===== src/lfp_pkg.sv =====
`timescale 1ns / 1ps
`default_nettype none

package lfp_pkg;

  // Packet length limit and the width of the frame counter.
  localparam int MaxFrames = 1024;
  localparam int CountW    = 11;

  // Register file of the configuration port.
  localparam int CfgIdxW  = 2;
  localparam int CfgDataW = 10;

  typedef enum logic [CfgIdxW-1:0] {
    REG_CHANNEL_MODE   = 2'd0,
    REG_AUDIO_DELAY    = 2'd1,
    REG_FRAME_TIME_48K = 2'd2,
    REG_FRAME_TIME_44K = 2'd3
  } reg_idx_e;

  // Reset values of the registers.
  localparam logic [1:0] ChannelModeRst  = 2'd0;
  localparam logic [7:0] AudioDelayRst   = 8'd20;
  localparam logic [9:0] FrameTime48Rst  = 10'd480;
  localparam logic [9:0] FrameTime44Rst  = 10'd522;

  typedef enum logic [1:0] {
    CMD_HEADER = 2'd0,
    CMD_DIRECT = 2'd1,
    CMD_FRAME  = 2'd2,
    CMD_FLUSH  = 2'd3
  } cmd_e;

  typedef enum logic [1:0] {
    MODE_STEREO = 2'd0,
    MODE_LEFT   = 2'd1,
    MODE_RIGHT  = 2'd2,
    MODE_MUTE   = 2'd3
  } mode_e;

  // LPCM header byte fields.
  localparam logic [7:0] HdrQuantMask  = 8'hC0;
  localparam logic [7:0] HdrRateMask   = 8'h30;
  localparam logic [7:0] HdrChanMask   = 8'h07;
  localparam logic [7:0] HdrRate48     = 8'h00;
  localparam logic [7:0] HdrRate44     = 8'h20;
  localparam logic [7:0] HdrChanStereo = 8'h01;

  // Timestamp offset: one delay step is 900 ticks, the neutral delay is 20.
  localparam int DelayStep = 900;
  localparam int DelayZero = 20;
  localparam logic [31:0] DelayBias = 32'(DelayStep * DelayZero);

  // Frame time has 8 fraction bits.
  localparam int FtFracW = 8;
  localparam int FtW     = 10;
  localparam int PlayW   = CountW + FtW;

  // Result queue geometry.
  localparam int QDepth = 4;
  localparam int QPtrW  = $clog2(QDepth);
  localparam int QCntW  = $clog2(QDepth + 1);

  typedef struct packed {
    logic               packet_end;
    logic signed [15:0] left_sample;
    logic signed [15:0] right_sample;
    logic [CountW-1:0]  frame_count;
    logic               pts_valid;
    logic [31:0]        pts_out;
    logic               rate_44k;
  } result_t;

  // Queue writes of one accepted transaction: first and second result.
  typedef struct packed {
    logic first;
    logic second;
  } push_t;

endpackage

`default_nettype wire


===== src/lfp_if.sv =====
`timescale 1ns / 1ps
`default_nettype none

interface lfp_in_if;
  logic        valid;
  logic        ready;
  logic [1:0]  command;
  logic [7:0]  header_byte;
  logic        direct_rate_44k;
  logic        pts_present;
  logic [31:0] pts_in;
  logic [31:0] frame_bytes;

  modport source (
    output valid, command, header_byte, direct_rate_44k, pts_present, pts_in, frame_bytes,
    input  ready
  );
  modport sink (
    input  valid, command, header_byte, direct_rate_44k, pts_present, pts_in, frame_bytes,
    output ready
  );
endinterface

interface lfp_out_if;
  logic               valid;
  logic               ready;
  logic               packet_end;
  logic signed [15:0] left_sample;
  logic signed [15:0] right_sample;
  logic [10:0]        frame_count;
  logic               pts_valid;
  logic [31:0]        pts_out;
  logic               rate_44k;

  modport source (
    output valid, packet_end, left_sample, right_sample, frame_count, pts_valid, pts_out,
           rate_44k,
    input  ready
  );
  modport sink (
    input  valid, packet_end, left_sample, right_sample, frame_count, pts_valid, pts_out,
           rate_44k,
    output ready
  );
endinterface

`default_nettype wire


===== src/lfp_front.sv =====
`timescale 1ns / 1ps
`default_nettype none

module lfp_front
  import lfp_pkg::*;
(
  input  wire logic                clk_i,
  input  wire logic                rst_ni,
  input  wire logic                cfg_we_i,
  input  wire logic [CfgIdxW-1:0]  cfg_idx_i,
  input  wire logic [CfgDataW-1:0] cfg_data_i,
  lfp_in_if.sink                   in_i,
  input  wire logic                room_i,
  output push_t                    push_o,
  output result_t                  res0_o,
  output result_t                  res1_o
);

  logic [1:0]        channel_mode_q;
  logic [7:0]        audio_delay_q;
  logic [FtW-1:0]    ft48_q;
  logic [FtW-1:0]    ft44_q;

  logic              stream_ok_q, stream_ok_d;
  logic              swap_q, swap_d;
  logic              stream_44k_q, stream_44k_d;
  logic              pkt_open_q, pkt_open_d;
  logic [CountW-1:0] frames_q, frames_d;
  logic              pkt_44k_q, pkt_44k_d;
  logic              pkt_ptsv_q, pkt_ptsv_d;
  logic [31:0]       pkt_pts_q, pkt_pts_d;
  logic              pend_ptsv_q, pend_ptsv_d;
  logic [31:0]       pend_pts_q, pend_pts_d;

  logic              accept;
  logic              hdr_ok;
  logic              hdr_44k;
  logic              attach;
  logic [17:0]       delay_ticks;
  logic [31:0]       pts_adj;
  logic [FtW-1:0]    ft_sel;
  logic [PlayW-1:0]  play_full;
  logic [31:0]       pts_back;
  logic [CountW-1:0] frames_open;
  logic [CountW-1:0] frames_next;
  logic              open_ptsv;
  logic [31:0]       open_pts;
  logic              open_44k;
  logic [15:0]       left_raw, right_raw;
  logic [15:0]       left_out, right_out;
  logic [7:0]        hb;

  assign in_i.ready = room_i;
  assign accept     = in_i.valid && room_i;
  assign hb         = in_i.header_byte;

  assign hdr_44k = (hb & HdrRateMask) == HdrRate44;
  assign hdr_ok  = ((hb & HdrQuantMask) == 8'h00) && ((hb & HdrChanMask) == HdrChanStereo)
                   && (((hb & HdrRateMask) == HdrRate48) || hdr_44k);

  // Delay-adjusted timestamp, and its back-dated form for an open packet.
  assign delay_ticks = 18'(audio_delay_q) * 18'(DelayStep);
  assign pts_adj     = in_i.pts_in + 32'(delay_ticks) - DelayBias;
  assign ft_sel      = pkt_44k_q ? ft44_q : ft48_q;
  assign play_full   = PlayW'(frames_q) * PlayW'(ft_sel);
  assign pts_back    = pts_adj - 32'(play_full[PlayW-1:FtFracW]);

  // Packet state as seen by a frame, after opening a packet if none is open.
  assign frames_open = pkt_open_q ? frames_q : '0;
  assign frames_next = frames_open + CountW'(1);
  assign open_ptsv   = pkt_open_q ? pkt_ptsv_q : pend_ptsv_q;
  assign open_pts    = pkt_open_q ? pkt_pts_q : pend_pts_q;
  assign open_44k    = pkt_open_q ? pkt_44k_q : stream_44k_q;

  always_comb begin
    if (swap_q) begin
      left_raw  = {in_i.frame_bytes[7:0], in_i.frame_bytes[15:8]};
      right_raw = {in_i.frame_bytes[23:16], in_i.frame_bytes[31:24]};
    end else begin
      left_raw  = in_i.frame_bytes[15:0];
      right_raw = in_i.frame_bytes[31:16];
    end
    unique case (mode_e'(channel_mode_q))
      MODE_STEREO: begin
        left_out  = left_raw;
        right_out = right_raw;
      end
      MODE_LEFT: begin
        left_out  = left_raw;
        right_out = left_raw;
      end
      MODE_RIGHT: begin
        left_out  = right_raw;
        right_out = right_raw;
      end
      MODE_MUTE: begin
        left_out  = '0;
        right_out = '0;
      end
      default: begin
        left_out  = left_raw;
        right_out = right_raw;
      end
    endcase
  end

  always_comb begin
    stream_ok_d  = stream_ok_q;
    swap_d       = swap_q;
    stream_44k_d = stream_44k_q;
    pkt_open_d   = pkt_open_q;
    frames_d     = frames_q;
    pkt_44k_d    = pkt_44k_q;
    pkt_ptsv_d   = pkt_ptsv_q;
    pkt_pts_d    = pkt_pts_q;
    pend_ptsv_d  = pend_ptsv_q;
    pend_pts_d   = pend_pts_q;
    push_o       = '0;
    res0_o       = '0;
    res1_o       = '0;
    attach       = 1'b0;

    if (accept) begin
      unique case (cmd_e'(in_i.command))
        CMD_HEADER: begin
          stream_ok_d = hdr_ok;
          if (hdr_ok) begin
            swap_d       = 1'b1;
            stream_44k_d = hdr_44k;
            attach       = in_i.pts_present;
          end
        end
        CMD_DIRECT: begin
          stream_ok_d  = 1'b1;
          swap_d       = 1'b0;
          stream_44k_d = in_i.direct_rate_44k;
          attach       = in_i.pts_present && (in_i.pts_in != 32'd0);
        end
        CMD_FLUSH: begin
          if (pkt_open_q && (frames_q != '0)) begin
            push_o.first       = 1'b1;
            res0_o.packet_end  = 1'b1;
            res0_o.frame_count = frames_q;
            res0_o.pts_valid   = pkt_ptsv_q;
            res0_o.pts_out     = pkt_pts_q;
            res0_o.rate_44k    = pkt_44k_q;
            pkt_open_d         = 1'b0;
            frames_d           = '0;
            pkt_ptsv_d         = 1'b0;
            pkt_pts_d          = '0;
          end
        end
        CMD_FRAME: begin
          if (stream_ok_q) begin
            if (!pkt_open_q) begin
              pend_ptsv_d = 1'b0;
            end
            push_o.first        = 1'b1;
            res0_o.left_sample  = left_out;
            res0_o.right_sample = right_out;
            if (frames_next >= CountW'(MaxFrames)) begin
              push_o.second      = 1'b1;
              res1_o.packet_end  = 1'b1;
              res1_o.frame_count = frames_next;
              res1_o.pts_valid   = open_ptsv;
              res1_o.pts_out     = open_pts;
              res1_o.rate_44k    = open_44k;
              pkt_open_d         = 1'b0;
              frames_d           = '0;
              pkt_ptsv_d         = 1'b0;
              pkt_pts_d          = '0;
            end else begin
              pkt_open_d = 1'b1;
              frames_d   = frames_next;
              pkt_44k_d  = open_44k;
              pkt_ptsv_d = open_ptsv;
              pkt_pts_d  = open_pts;
            end
          end
        end
        default: begin
          stream_ok_d = stream_ok_q;
        end
      endcase

      if (attach) begin
        if (pkt_open_q) begin
          pkt_ptsv_d = 1'b1;
          pkt_pts_d  = pts_back;
        end else begin
          pend_ptsv_d = 1'b1;
          pend_pts_d  = pts_adj;
        end
      end
    end
  end

  always_ff @(posedge clk_i or negedge rst_ni) begin
    if (!rst_ni) begin
      channel_mode_q <= ChannelModeRst;
      audio_delay_q  <= AudioDelayRst;
      ft48_q         <= FrameTime48Rst;
      ft44_q         <= FrameTime44Rst;
      stream_ok_q    <= 1'b0;
      swap_q         <= 1'b0;
      stream_44k_q   <= 1'b0;
      pkt_open_q     <= 1'b0;
      frames_q       <= '0;
      pkt_44k_q      <= 1'b0;
      pkt_ptsv_q     <= 1'b0;
      pkt_pts_q      <= '0;
      pend_ptsv_q    <= 1'b0;
      pend_pts_q     <= '0;
    end else begin
      stream_ok_q  <= stream_ok_d;
      swap_q       <= swap_d;
      stream_44k_q <= stream_44k_d;
      pkt_open_q   <= pkt_open_d;
      frames_q     <= frames_d;
      pkt_44k_q    <= pkt_44k_d;
      pkt_ptsv_q   <= pkt_ptsv_d;
      pkt_pts_q    <= pkt_pts_d;
      pend_ptsv_q  <= pend_ptsv_d;
      pend_pts_q   <= pend_pts_d;
      if (cfg_we_i) begin
        unique case (reg_idx_e'(cfg_idx_i))
          REG_CHANNEL_MODE:   channel_mode_q <= cfg_data_i[1:0];
          REG_AUDIO_DELAY:    audio_delay_q  <= cfg_data_i[7:0];
          REG_FRAME_TIME_48K: ft48_q         <= cfg_data_i[FtW-1:0];
          REG_FRAME_TIME_44K: ft44_q         <= cfg_data_i[FtW-1:0];
          default:            channel_mode_q <= channel_mode_q;
        endcase
      end
    end
  end

endmodule

`default_nettype wire


===== src/lfp_queue.sv =====
`timescale 1ns / 1ps
`default_nettype none

module lfp_queue
  import lfp_pkg::*;
(
  input  wire logic    clk_i,
  input  wire logic    rst_ni,
  input  wire push_t   push_i,
  input  wire result_t wdata0_i,
  input  wire result_t wdata1_i,
  output logic         room_o,
  input  wire logic    pop_i,
  output logic         nonempty_o,
  output result_t      head_o
);

  result_t           slots_q [QDepth];
  logic [QPtrW-1:0]  wr_ptr_q, wr_ptr_d;
  logic [QPtrW-1:0]  rd_ptr_q, rd_ptr_d;
  logic [QCntW-1:0]  count_q, count_d;
  logic [QPtrW-1:0]  wr_ptr_next;
  logic [QCntW-1:0]  n_push;

  // Room is kept for the two results that one transaction can produce.
  assign room_o      = count_q <= QCntW'(QDepth - 2);
  assign nonempty_o  = count_q != '0;
  assign head_o      = slots_q[rd_ptr_q];
  assign wr_ptr_next = wr_ptr_q + QPtrW'(1);
  assign n_push      = QCntW'(push_i.first) + QCntW'(push_i.second);

  always_comb begin
    wr_ptr_d = wr_ptr_q + QPtrW'(n_push);
    rd_ptr_d = pop_i ? rd_ptr_q + QPtrW'(1) : rd_ptr_q;
    count_d  = count_q + n_push - QCntW'(pop_i);
  end

  always_ff @(posedge clk_i) begin
    if (push_i.first) begin
      slots_q[wr_ptr_q] <= wdata0_i;
    end
    if (push_i.second) begin
      slots_q[wr_ptr_next] <= wdata1_i;
    end
  end

  always_ff @(posedge clk_i or negedge rst_ni) begin
    if (!rst_ni) begin
      wr_ptr_q <= '0;
      rd_ptr_q <= '0;
      count_q  <= '0;
    end else begin
      wr_ptr_q <= wr_ptr_d;
      rd_ptr_q <= rd_ptr_d;
      count_q  <= count_d;
    end
  end

endmodule

`default_nettype wire


===== src/lfp_back.sv =====
`timescale 1ns / 1ps
`default_nettype none

module lfp_back
  import lfp_pkg::*;
(
  input  wire logic    clk_i,
  input  wire logic    rst_ni,
  input  wire logic    nonempty_i,
  input  wire result_t head_i,
  output logic         pop_o,
  lfp_out_if.source    out_o
);

  logic    valid_q, valid_d;
  result_t data_q;

  // The output register reloads whenever it is empty or being taken.
  assign pop_o   = nonempty_i && (!valid_q || out_o.ready);
  assign valid_d = pop_o || (valid_q && !out_o.ready);

  assign out_o.valid        = valid_q;
  assign out_o.packet_end   = data_q.packet_end;
  assign out_o.left_sample  = data_q.left_sample;
  assign out_o.right_sample = data_q.right_sample;
  assign out_o.frame_count  = data_q.frame_count;
  assign out_o.pts_valid    = data_q.pts_valid;
  assign out_o.pts_out      = data_q.pts_out;
  assign out_o.rate_44k     = data_q.rate_44k;

  always_ff @(posedge clk_i) begin
    if (pop_o) begin
      data_q <= head_i;
    end
  end

  always_ff @(posedge clk_i or negedge rst_ni) begin
    if (!rst_ni) begin
      valid_q <= 1'b0;
    end else begin
      valid_q <= valid_d;
    end
  end

endmodule

`default_nettype wire


===== src/lpcm_frame_packetizer.sv =====
// Channel   Dir  Width  Contents
// in_i      in   76     command, header_byte, direct_rate_44k, pts_present, pts_in, frame_bytes
// out_o     out  78     packet_end, left/right_sample, frame_count, pts_valid, pts_out, rate_44k
// cfg_*     in   13     write enable, 2-bit register index, 10-bit write data
//
// One input transaction is taken per cycle while the result queue has room for two results.
// A result is written into the queue at the edge that accepts its input transaction and is
// presented on out_o once the output register reloads; a frame that fills a packet yields two
// output transactions, drained one per cycle by the output register while the sink takes them.
// Reset clears the stream and packet state and loads the register defaults; there is no
// clearing pass. A stall on out_o fills the four-entry queue until fewer than two entries
// are free, then ready drops on in_i.
`timescale 1ns / 1ps
`default_nettype none

module lpcm_frame_packetizer
  import lfp_pkg::*;
(
  input  wire logic                clk_i,
  input  wire logic                rst_ni,
  input  wire logic                cfg_we_i,
  input  wire logic [CfgIdxW-1:0]  cfg_idx_i,
  input  wire logic [CfgDataW-1:0] cfg_data_i,
  lfp_in_if.sink                   in_i,
  lfp_out_if.source                out_o
);

  // The front decodes each transaction against the stream and packet state and
  // produces up to two results: a sample, and a packet close when the packet fills
  // or on flush. Timestamps are adjusted by the audio delay and back-dated by the
  // play time of the frames already in an open packet.
  push_t   push;
  result_t res0;
  result_t res1;
  logic    room;
  logic    pop;
  logic    nonempty;
  result_t head;

  lfp_front u_front (
    .clk_i      (clk_i),
    .rst_ni     (rst_ni),
    .cfg_we_i   (cfg_we_i),
    .cfg_idx_i  (cfg_idx_i),
    .cfg_data_i (cfg_data_i),
    .in_i       (in_i),
    .room_i     (room),
    .push_o     (push),
    .res0_o     (res0),
    .res1_o     (res1)
  );

  // The queue decouples the front from output backpressure.
  lfp_queue u_queue (
    .clk_i      (clk_i),
    .rst_ni     (rst_ni),
    .push_i     (push),
    .wdata0_i   (res0),
    .wdata1_i   (res1),
    .room_o     (room),
    .pop_i      (pop),
    .nonempty_o (nonempty),
    .head_o     (head)
  );

  // The back holds the presented result until the sink takes it.
  lfp_back u_back (
    .clk_i      (clk_i),
    .rst_ni     (rst_ni),
    .nonempty_i (nonempty),
    .head_i     (head),
    .pop_o      (pop),
    .out_o      (out_o)
  );

endmodule

`default_nettype wire

===== src/flat_wrapper.sv =====
// flat-port wrapper written by rule: the top's interface ports become plain ports
module lpcm_frame_packetizer_flat import lfp_pkg::*;
  (clk_i, rst_ni, cfg_we_i, cfg_idx_i, cfg_data_i, in_i_valid, in_i_command, in_i_header_byte, in_i_direct_rate_44k, in_i_pts_present, in_i_pts_in, in_i_frame_bytes, in_i_ready, out_o_valid, out_o_packet_end, out_o_left_sample, out_o_right_sample, out_o_frame_count, out_o_pts_valid, out_o_pts_out, out_o_rate_44k, out_o_ready);
  lfp_in_if in_i_i ();
  lfp_out_if out_o_i ();
  input  wire logic clk_i;
  input  wire logic rst_ni;
  input  wire logic cfg_we_i;
  input  wire logic [CfgIdxW-1:0] cfg_idx_i;
  input  wire logic [CfgDataW-1:0] cfg_data_i;
  input wire logic [$bits(in_i_i.valid)-1:0] in_i_valid;
  input wire logic [$bits(in_i_i.command)-1:0] in_i_command;
  input wire logic [$bits(in_i_i.header_byte)-1:0] in_i_header_byte;
  input wire logic [$bits(in_i_i.direct_rate_44k)-1:0] in_i_direct_rate_44k;
  input wire logic [$bits(in_i_i.pts_present)-1:0] in_i_pts_present;
  input wire logic [$bits(in_i_i.pts_in)-1:0] in_i_pts_in;
  input wire logic [$bits(in_i_i.frame_bytes)-1:0] in_i_frame_bytes;
  output wire logic [$bits(in_i_i.ready)-1:0] in_i_ready;
  output wire logic [$bits(out_o_i.valid)-1:0] out_o_valid;
  output wire logic [$bits(out_o_i.packet_end)-1:0] out_o_packet_end;
  output wire logic [$bits(out_o_i.left_sample)-1:0] out_o_left_sample;
  output wire logic [$bits(out_o_i.right_sample)-1:0] out_o_right_sample;
  output wire logic [$bits(out_o_i.frame_count)-1:0] out_o_frame_count;
  output wire logic [$bits(out_o_i.pts_valid)-1:0] out_o_pts_valid;
  output wire logic [$bits(out_o_i.pts_out)-1:0] out_o_pts_out;
  output wire logic [$bits(out_o_i.rate_44k)-1:0] out_o_rate_44k;
  input wire logic [$bits(out_o_i.ready)-1:0] out_o_ready;
  assign in_i_i.valid = in_i_valid;
  assign in_i_i.command = in_i_command;
  assign in_i_i.header_byte = in_i_header_byte;
  assign in_i_i.direct_rate_44k = in_i_direct_rate_44k;
  assign in_i_i.pts_present = in_i_pts_present;
  assign in_i_i.pts_in = in_i_pts_in;
  assign in_i_i.frame_bytes = in_i_frame_bytes;
  assign in_i_ready = in_i_i.ready;
  assign out_o_valid = out_o_i.valid;
  assign out_o_packet_end = out_o_i.packet_end;
  assign out_o_left_sample = out_o_i.left_sample;
  assign out_o_right_sample = out_o_i.right_sample;
  assign out_o_frame_count = out_o_i.frame_count;
  assign out_o_pts_valid = out_o_i.pts_valid;
  assign out_o_pts_out = out_o_i.pts_out;
  assign out_o_rate_44k = out_o_i.rate_44k;
  assign out_o_i.ready = out_o_ready;
  lpcm_frame_packetizer u_core (.clk_i(clk_i), .rst_ni(rst_ni), .cfg_we_i(cfg_we_i), .cfg_idx_i(cfg_idx_i), .cfg_data_i(cfg_data_i), .in_i(in_i_i), .out_o(out_o_i));
endmodule

===== config.mk =====
export PLATFORM = sky130hd
export DESIGN_NAME = lpcm_frame_packetizer_flat
export DESIGN_NICKNAME = d
export VERILOG_FILES = /design/src/lfp_pkg.sv /design/src/lfp_if.sv /design/src/lfp_front.sv /design/src/lfp_queue.sv /design/src/lfp_back.sv /design/src/lpcm_frame_packetizer.sv /design/src/flat_wrapper.sv
export SDC_FILE = /design/constraint.sdc
export NUM_CORES = 1
export LEC_CHECK = 0
export ABC_AREA = 1
export BUFFER_PORTS_ARGS = -buffer_cell sky130_fd_sc_hd__clkbuf_2
export CAP_MARGIN = 20
export CORE_ASPECT_RATIO = 1.2
export CORE_MARGIN = 2
export CORE_UTILIZATION = 50
export CTS_BUF_LIST = sky130_fd_sc_hd__clkbuf_16
export DETAILED_ROUTE_END_ITERATION = 7
export GPL_ROUTABILITY_DRIVEN = 0
export PLACE_DENSITY = 0.68
export SLEW_MARGIN = 20
export SYNTH_ARGS = -nofsm -noshare
export SYNTH_HDL_FRONTEND = slang
export SYNTH_HIERARCHICAL = 1
export SYNTH_SLANG_ARGS = --single-unit

===== constraint.sdc =====
create_clock -name clk_i -period 12.15 [get_ports clk_i]
set_input_delay 0.6075 -clock clk_i [delete_from_list [all_inputs] [get_ports clk_i]]
set_output_delay 0.6075 -clock clk_i [all_outputs]
set_load 0.03 [all_outputs]

# Word-level counts from Yosys, hierarchy flattened
# Memory sizes are Yosys's and may differ from the RTL's. A register that Yosys moved wholly into a read port is not among the register bits.
# Cells that the tools add are included.
[totals] regBits=120 mem_bits_rw=312 elab_cells=147 input_bits=93 out_inout_bits=80 memories=1
[memory_table] name="u_core.u_queue.slots_q" words=4 width=78 read_ports=1 rd_clocked_by_memory_dff=1 write_ports=2 line="lfp_queue.sv:18" source="result_t slots_q [QDepth];"
[classes] n_addsub=10 mux=65 n_reduce_logical=33 n_lt_le_gt_ge=2 bitwise=2 n_eq_ne=14 mul=2
[op_table] cell="2-to-1 mux 45 bit" count=6
[op_table] cell="2-to-1 mux 32 bit" count=8
[op_table] cell="case mux 16 bit (3 select lines)" count=2
[op_table] cell="2-to-1 mux 78 bit" count=1
[op_table] cell="case mux 32 bit (2 select lines)" count=1
[op_table] cell="2-to-1 mux 11 bit" count=4
[op_table] cell="adder 32 x 18 -> 32 bit" count=1
[op_table] cell="2-to-1 mux 16 bit" count=2
[op_table] cell="nonzero test 32 bit" count=1
[op_table] cell="subtractor 32 x 13 -> 32 bit" count=1
[op_table] cell="subtractor 32 x 15 -> 32 bit (second input constant)" count=1
[op_table] cell="2-to-1 mux 1 bit" count=30
[op_table] cell="case mux 11 bit (2 select lines)" count=1
[op_table] cell="multiplier 11 x 10 -> 21 bit" count=1
[op_table] cell="zero test 8 bit" count=2
[op_table] cell="multiplier 8 x 8 -> 16 bit (second input constant)" count=1
[op_table] cell="== test 2 bit (second input constant)" count=7
[op_table] cell="case mux 1 bit (2 select lines)" count=7
[op_table] cell="adder 11 x 1 -> 11 bit (second input constant)" count=1
[op_table] cell="greater-or-equal comparator 11 bit (second input constant)" count=1
[op_table] cell="nonzero test 11 bit" count=1
[op_table] cell="2-to-1 mux 10 bit" count=1
[op_table] cell="AND reduction 2 bit" count=5
[op_table] cell="AND reduction 4 bit" count=2
[op_table] cell="other kinds (19)" count=40

# Longest topological paths before layout
# Gate-level depths: netlist of the first run.
[depth] word_depth=10 mapped_depth=41

# By module
# The synthesis of the first run kept the hierarchy.
[by_module_without_submodules] module="lfp_queue" instances=1 area_each_um2=18108.6 cells_each=2326
[by_module_without_submodules] module="lfp_front" instances=1 area_each_um2=15532.4 cells_each=2393
[by_module_without_submodules] module="lfp_back" instances=1 area_each_um2=2391.0 cells_each=84

# Worst setup path after synthesis of the first run
# Ideal clock, no wire load.
[synth_timing] kind="register to register" start="register u_core.u_front.pkt_44k_q" end="register u_core.u_front.pkt_pts_q[25]" setup_slack_ns=5.369 setup_ns=0.134 t_arrival_ns=6.647 period_less_slack_ns=6.781 path_buffers=1 stages_incl_launch_ff=37 required_ns=12.016 path_cell_list="dfrtp_1 inv_1 clkbuf_1 or2_2 o21ai_1 inv_1 nand2_1 fa_1 fa_1 inv_1 fa_1 fa_1 inv_1 fa_1 inv_1 ha_1 a21oi_1 inv_1 a21oi_1 inv_1 nand4_1 nand2_1 xnor2_1 ha_1 a21o_1 nand2_1 nand2_1 a21oi_1 o21ai_0 inv_1 nand3_1 nor2_2 nand2_1 nand2_1 nand3_1 nand2_1 o21ai_0"
[synth_between] elab_chain_len=5
[synth_lines] element="start: declaration" line="lfp_front.sv:29" source="logic pkt_44k_q, pkt_44k_d;"
[synth_lines] element="start signal: assignment" line="lfp_front.sv:220" source="pkt_44k_q <= pkt_44k_d;"
[synth_lines] element="2-to-1 mux 10 bit" line="lfp_front.sv:64" source="assign ft_sel = pkt_44k_q ? ft44_q : ft48_q;"
[synth_lines] element="multiplier 11 x 10 -> 21 bit" line="lfp_front.sv:65" source="assign play_full = PlayW'(frames_q) * PlayW'(ft_sel);"
[synth_lines] element="subtractor 32 x 13 -> 32 bit" line="lfp_front.sv:66" source="assign pts_back = pts_adj - 32'(play_full[PlayW-1:FtFracW]);"
[synth_lines] element="2-to-1 mux 32 bit" line="lfp_front.sv:187" source="if (pkt_open_q) begin"
[synth_lines] element="2-to-1 mux 32 bit" line="lfp_front.sv:186" source="if (attach) begin"
[synth_lines] element="end signal: assignment" line="lfp_front.sv:222" source="pkt_pts_q <= pkt_pts_d;"
[synth_lines] element="end: declaration" line="lfp_front.sv:31" source="logic [31:0] pkt_pts_q, pkt_pts_d;"
# No other way between the ends.
# A chain may end at the register's enable or synchronous reset.

# Worst setup path in the final report of the first run
# Same ends and word-level chain as after synthesis.

==> results.json, run 1 <==
{
  "status": "finished clean",
  "top_layer_used": "met4",
  "rsz0062_at_grt": "no",
  "clockPowerShare_pct": 16.3,
  "start_kind": "register",
  "maxCapViolCount": 0,
  "critical_path.max_stage_delay_ns": 0.69,
  "r2r_slack_ns": 3.81,
  "ctsResizeCount": 0,
  "period_minus_slack_ns": 8.34,
  "crit_arrival_ns": 8.81,
  "grt-ovfl-total": 0,
  "fin_skew_ns": 0.0248,
  "fin_crit_sh_pct": 68.6,
  "cp.required_ns": 12.62,
  "hold_viol": 0,
  "cts_made_buffers": 54,
  "p_per_area_mw_per_mm2": 261,
  "met1_length_um": 40900,
  "worst_pin_slew_ns": 1.13,
  "num_rows": 107,
  "grt_max_degree": 192,
  "die_w_um": 249,
  "antenna_found_initial": 0,
  "synth_edf_count": 390,
  "synth-seq-area-share_pct": 40.9,
  "synth-warning-count": 6,
  "wirelength_um": 100000,
  "cp_slowest_cell": "dfrtp_1",
  "drive_above_1_share_pct": 7.81,
  "synthArstFlopShare_pct": 23.5,
  "grt_util_all_layers_pct": 26.7,
  "hold_class": "in -> reg",
  "cts_max_path_buffers": 3,
  "crit_fanout": 13,
  "synth_cells": 4803,
  "htree_levels": 2,
  "clkTransAtPathRegs_ns": 0.06,
  "die_h_um": 298,
  "vias": 31000,
  "p_switching_uw": 5150,
  "setup_viol": 0,
  "cts-root-buf": "clkbuf_16",
  "slew_viol_final": 0,
  "timing.fmax_mhz": 120,
  "first_iter_violations": 2706,
  "cts.sinks": 510,
  "synth.avg_cell_area_um2": 7.50,
  "p_int_uw": 5030,
  "start_util_pct": 50.6,
  "clock_latency_ns": 0.63,
  "area_delta_synth_final_pct": 8.13,
  "layout_common_cells": "1571 x nand2_1, 823 x inv_1, 390 x edfxtp_1",
  "dp_hpwl_um": 64700,
  "yosys-top-cells-area": "edfxtp_1 33%, nand2_1 16%, inv_1 8.5%",
  "seq_power_share_pct": 25.2,
  "post_drt_wl_per_cell_um": 17.3,
  "io_pins": 173,
  "yosys_register_bits": 510,
  "yosys.area.top_type": "edfxtp_1",
  "finalSetupTns_ns": 0,
  "grt_pass1_wl_um": 158000,
  "syn_area_mm2": 0.0360,
  "max_slew_margin_pct": 24.7,
  "p_leak_uw": 0.0193,
  "drtAntennaViolNets": 0,
  "fin_nets": 5159,
  "end_kind": "register",
  "drc_errors": 0,
  "fin_util_pct": 54.7,
  "path_class": "reg -> reg",
  "combPwrFrac_pct": 58.5,
  "firstDrtPassIters": 6,
  "ir_drop_v": 0.000290,
  "die_area_mm2": 0.0742,
  "synth_cell_types": 52,
  "wl_met2_um": 48600,
  "cts_tree": "yes",
  "ys.flop_type": "edfxtp_1",
  "diodes": 0,
  "layout_commonest_cell": "nand2_1",
  "crit_top_cell": "nand2_1",
  "avgViaCountPerCell": 5.34,
  "wl_met3_um": 7680,
  "swShare_pct": 50.6,
  "grt_pass1_vias": 29400,
  "yosysTopAreaCellShare_pct": 32.5,
  "placeableCoreArea_mm2": 0.0712,
  "port_buffers": 171
}
[power by group through the flow]
stage / logic (uW) / clock network, uW / registers, uW
2_1_floorplan: 4160 / 0 / 2730
3_3_place_gp: 5810 / 0 / 2590
3_5_place_dp: 5910 / 0 / 2600
4_1_cts: 5930 / 1680 / 2560
5_1_grt: 6730 / 1740 / 2600
6_report: 5960 / 1660 / 2570
[cells in the mapped netlist, types with 71 or more instances]
master,count
edfxtp_1,390
o21ai_0,242
dfrtp_1,111
nand3_1,326
nand4_1,178
ha_1,162
nand2_1,1575
clkbuf_1,126
a21oi_1,115
fa_1,80
buf_2,71
inv_1,814
nor2_1,272
[repair_timing]
item                      CTS  global route
hold buffers                1             0
setup buffers               0             0
hold endpoints to repair   14             0
[through the flow]
| step | worst slack [ns] | total power [uW] | cell area [um2] | instances | hold WS [ns] |
|---|---|---|---|---|---|
| 4_1_cts | 3.85 | 10200 | 39000 | 5793 | 0.223 |
| 3_5_place_dp | 3.88 | 8500 | 37200 | 5693 | 0.466 |
| 3_3_place_gp | 4.02 | 8400 | 37200 | 5693 | 0.459 |
| 5_1_grt | 3.24 | 11100 | 39000 | 5793 | 0.248 |
| 2_1_floorplan | 5.37 | 6890 | 36100 | 4834 | 0.312 |
| 6_report | 3.81 | 10200 | 39000 | 5793 | 0.237 |
[registers in the layout (all words and copies together), names as in the netlist, 2 cells and up]
register,count
u_core/u_front/ft48_q,10
u_core/u_back/out_o.frame_count,11
u_core/u_back/out_o.pts_out,32
u_core/u_front/frames_q,11
u_core/u_queue/slots_q,312
u_core/u_front/pend_pts_q,32
u_core/u_queue/wr_ptr_q,2
u_core/u_queue/count_q,3
u_core/u_back/out_o.right_sample,16
u_core/u_front/ft44_q,10
u_core/u_front/pkt_pts_q,32
u_core/u_queue/rd_ptr_q,2
u_core/u_front/audio_delay_q,8
u_core/u_back/out_o.left_sample,16
u_core/u_front/channel_mode_q,2
[per-layer routing]
layer / vias up / global-route usage (%)
met4: 0 / 9.37
met5: - / 0
met3: 225 / 3.38
li1: 15300 / -
met1: 14200 / 34.6
met2: 1236 / 46.2
[kinds of logic (layout without fill, tap and decap cells)]
family	count (synthesis)	after routing	share of synthesized area, %
AOI/OAI and AO/OA	469	469	7.10
xor gates and xnor gates	51	51	1.26
adders and majority gates	242	242	10.1
buffers and inverters	1102	1135	12.4
DFF	510	510	40.9
other	1	32	0.0104
and+or+nand+nor	2428	2428	28.3
[final timing paths]
path	startpoint	endpoint	cells past startpoint
setup / recovery	u_core/u_front/pkt_44k_q$_DFFE_PN0P_	u_core/u_front/pkt_pts_q[25]$_DFFE_PN0P_	35
hold / removal	cfg_data_i[9]	u_core/u_front/ft44_q[9]$_DFFE_PN1P_	3
setup reg to reg	u_core/u_front/pkt_44k_q$_DFFE_PN0P_	u_core/u_front/pkt_pts_q[25]$_DFFE_PN0P_	35
hold reg to reg	u_core/u_front/ft44_q[6]$_DFFE_PN0P_	u_core/u_front/ft44_q[6]$_DFFE_PN0P_	2
max in group asynchronous	rst_ni	u_core/u_front/swap_q$_DFFE_PN0P_	4
min in group asynchronous	rst_ni	u_core/u_front/pend_pts_q[28]$_DFFE_PN0P_	2
[layout make-up]
class / count / area (um2)
inverter: 830 / 3120
sequential: 510 / 14700
clock buffer: 54 / 1350
clock inverter: 45 / 408
tap: 926 / 1160
fill: 6618 / 32300
timing repair buffer: 206 / 1140
multi-input combinational: 3222 / 17100
[critical path: cells and delay by family (launching register included)]
kind                     cells  cell delay [ns]
AO/OA/AOI/OAI                8             1.88
adder cells (fa/ha/maj)      7             3.21
buffers and inverters        7             0.88
flip-flops                   1             0.69
AND/OR/NAND/NOR             13             1.51
Power figures use the tool's default switching activity.
==> run 2: changes to the inputs <==
==> constraint.sdc (replaced) <==
create_clock -name clk_i -period 7.8 [get_ports clk_i]
set_input_delay 0.39 -clock clk_i [delete_from_list [all_inputs] [get_ports clk_i]]
set_output_delay 0.39 -clock clk_i [all_outputs]
set_load 0.03 [all_outputs]
==> results.json, run 2 (synthesis gave the netlist of run 1 again) <==
{
  "status": "finished clean",
  "period_minus_slack_ns": 7.33,
  "start_kind": "register",
  "num_rows": 107,
  "r2r_slack_ns": 0.47,
  "fin_skew_ns": 0.0322,
  "grt_pass1_vias": 29800,
  "clkTransAtPathRegs_ns": 0.06,
  "wirelength_um": 102000,
  "die_w_um": 249,
  "drive_above_1_share_pct": 8.43,
  "cts_made_buffers": 53,
  "fin_ws_ns": 0.469,
  "cts.sinks": 510,
  "io_pins": 173,
  "critical_path.max_stage_delay_ns": 0.54,
  "diodes": 0,
  "max_slew_margin_pct": 23.3,
  "drc_errors": 0,
  "hold_viol": 0,
  "grt_pass1_wl_um": 161000,
  "vias": 31300,
  "r2r_start": "u_core/u_front/pkt_44k_q$_DFFE_PN0P_",
  "r2r_cells": 36,
  "min_from": "cfg_data_i[8]",
  "end_kind": "register",
  "hold_class": "in -> reg",
  "critPathBufInv": 6,
  "swShare_pct": 50.1,
  "grt-ovfl-total": 0,
  "first_iter_violations": 2941,
  "crit_end": "u_core/u_front/pkt_pts_q[20]$_DFFE_PN0P_",
  "crit_fanout": 9,
  "dp_hpwl_um": 66300,
  "setup_viol": 0,
  "crit_arrival_ns": 7.83,
  "multi_input_area_mm2": 0.0171,
  "critPathTopFamily": "adder cells",
  "combPwrFrac_pct": 58.1,
  "worst_pin_slew_ns": 1.15,
  "post_drt_wl_per_cell_um": 17.6,
  "cts_tree": "yes",
  "grt_max_degree": 97,
  "die_h_um": 298,
  "firstDrtPassIters": 6,
  "path_class": "reg -> reg",
  "die_area_mm2": 0.0742,
  "avgViaCountPerCell": 5.38,
  "crit_top_cell": "nand2_1",
  "cp.depth": 36,
  "final-seq-area_mm2": 0.0147,
  "ir_drop_v": 0.000414,
  "area_delta_synth_final_pct": 9.12,
  "placeableCoreArea_mm2": 0.0712,
  "clockPowerShare_pct": 16.9,
  "finalSetupTns_ns": 0,
  "slew_viol_final": 0,
  "regMostFlops": "u_core/u_queue/slots_q",
  "grt_util_all_layers_pct": 27.3,
  "port_buffers": 171,
  "p_leak_uw": 0.0195,
  "cp.required_ns": 8.29,
  "startpoint": "u_core/u_front/pkt_44k_q$_DFFE_PN0P_",
  "fin_crit_sh_pct": 94.0,
  "htree_levels": 2,
  "rsz0062_at_grt": "no",
  "min_path_cells": 3,
  "start_util_pct": 50.6,
  "drtAntennaViolNets": 0,
  "r2r-end": "u_core/u_front/pkt_pts_q[20]$_DFFE_PN0P_",
  "pre_cts_ws_ns": 0.112,
  "cp_slowest_cell": "fa_1",
  "fin_nets": 5180,
  "p_switching_uw": 8100,
  "layout_common_cells": "1571 x nand2_1, 819 x inv_1, 390 x edfxtp_1",
  "layout_commonest_cell": "nand2_1",
  "clock_latency_ns": 0.63,
  "timing.fmax_mhz": 136,
  "cts-root-buf": "clkbuf_16",
  "largest_register_ffs": 312,
  "maxCapViolCount": 0,
  "seq_power_share_pct": 24.9,
  "fillCellCount": 6652,
  "p_int_uw": 8070,
  "cts_max_path_buffers": 3,
  "antenna_found_initial": 0,
  "p_per_area_mw_per_mm2": 411
}
==> run 2: changes by cell type in the layout (fill, tap and decap cells not counted), sizes merged <==
cell and delta:
clkinvlp +2, buf +21, bufinv +5, clkbuf -1
dlygate4sd3 +1, inv -8
==> run 2: power groups by stage <==
stage          Sequential, uW  Clock (uW)  Combinational, uW
2_1_floorplan            4250           0               6480
3_3_place_gp             4060           0               9070
3_5_place_dp             4070           0               9220
4_1_cts                  4020        2770               9270
5_1_grt                  4080        2880              10600
6_report                 4030        2740               9390
==> run 2: layer usage <==
| metal | part of all wire, % | track usage, % |
|---|---|---|
| met4 | 3.3 | 9.97 |
| met2 | 48 | 46.7 |
| met1 | 40 | 35.3 |
| met3 | 8.6 | 3.75 |
| met5 | 0 | 0 |
==> run 2: metrics by stage <==
stage	cells	hold WS, ns	instance area, um2	total power, uW	util, %
after CTS	5807	0.0101	39200	16100	55.1
after global routing	5813	0.0314	39300	17500	55.2
after global placement	5708	0.387	37300	13100	52.4
final	5813	0.0275	39300	16200	55.2
after detailed placement	5708	0.393	37300	13300	52.4
after floorplan	4834	0.0944	36100	10700	-
==> run 2: worst min-delay path by stage <==
stage	end	slack [ns]
floorplan	u_core/u_back/out_o.valid$_DFF_PN0_	0.09
global placement	u_core/u_front/pend_pts_q[20]$_DFFE_PN0P_	0.39
detailed placement	u_core/u_front/pend_pts_q[20]$_DFFE_PN0P_	0.39
CTS	u_core/u_front/ft48_q[8]$_DFFE_PN1P_	0.01
global route	u_core/u_front/ft48_q[6]$_DFFE_PN1P_	0.03
finish	u_core/u_front/ft48_q[8]$_DFFE_PN1P_	0.03
==> run 2: final cells by class <==
class / count / share of cell area, %
repair buffers: 228 / 3.41
inverters: 830 / 7.95
clock inverters: 44 / 1.42
flip-flops and latches: 510 / 37.5
well taps: 926 / 2.95
multi-input cells: 3222 / 43.4
clock buffers: 53 / 3.37
==> run 2: what timing repair did <==
item	in CTS	in global routing
gates resized for setup	0	10
hold buffers	2	0
setup buffers	0	5
hold endpoints to repair	37	0
endpoints found under the setup margin	0	19
==> run 2: worst min-delay path, cell delays in order <==
cell and delay, ns:
clkbuf_2 0.08, inv_1 0.07, o21ai_0 0.09
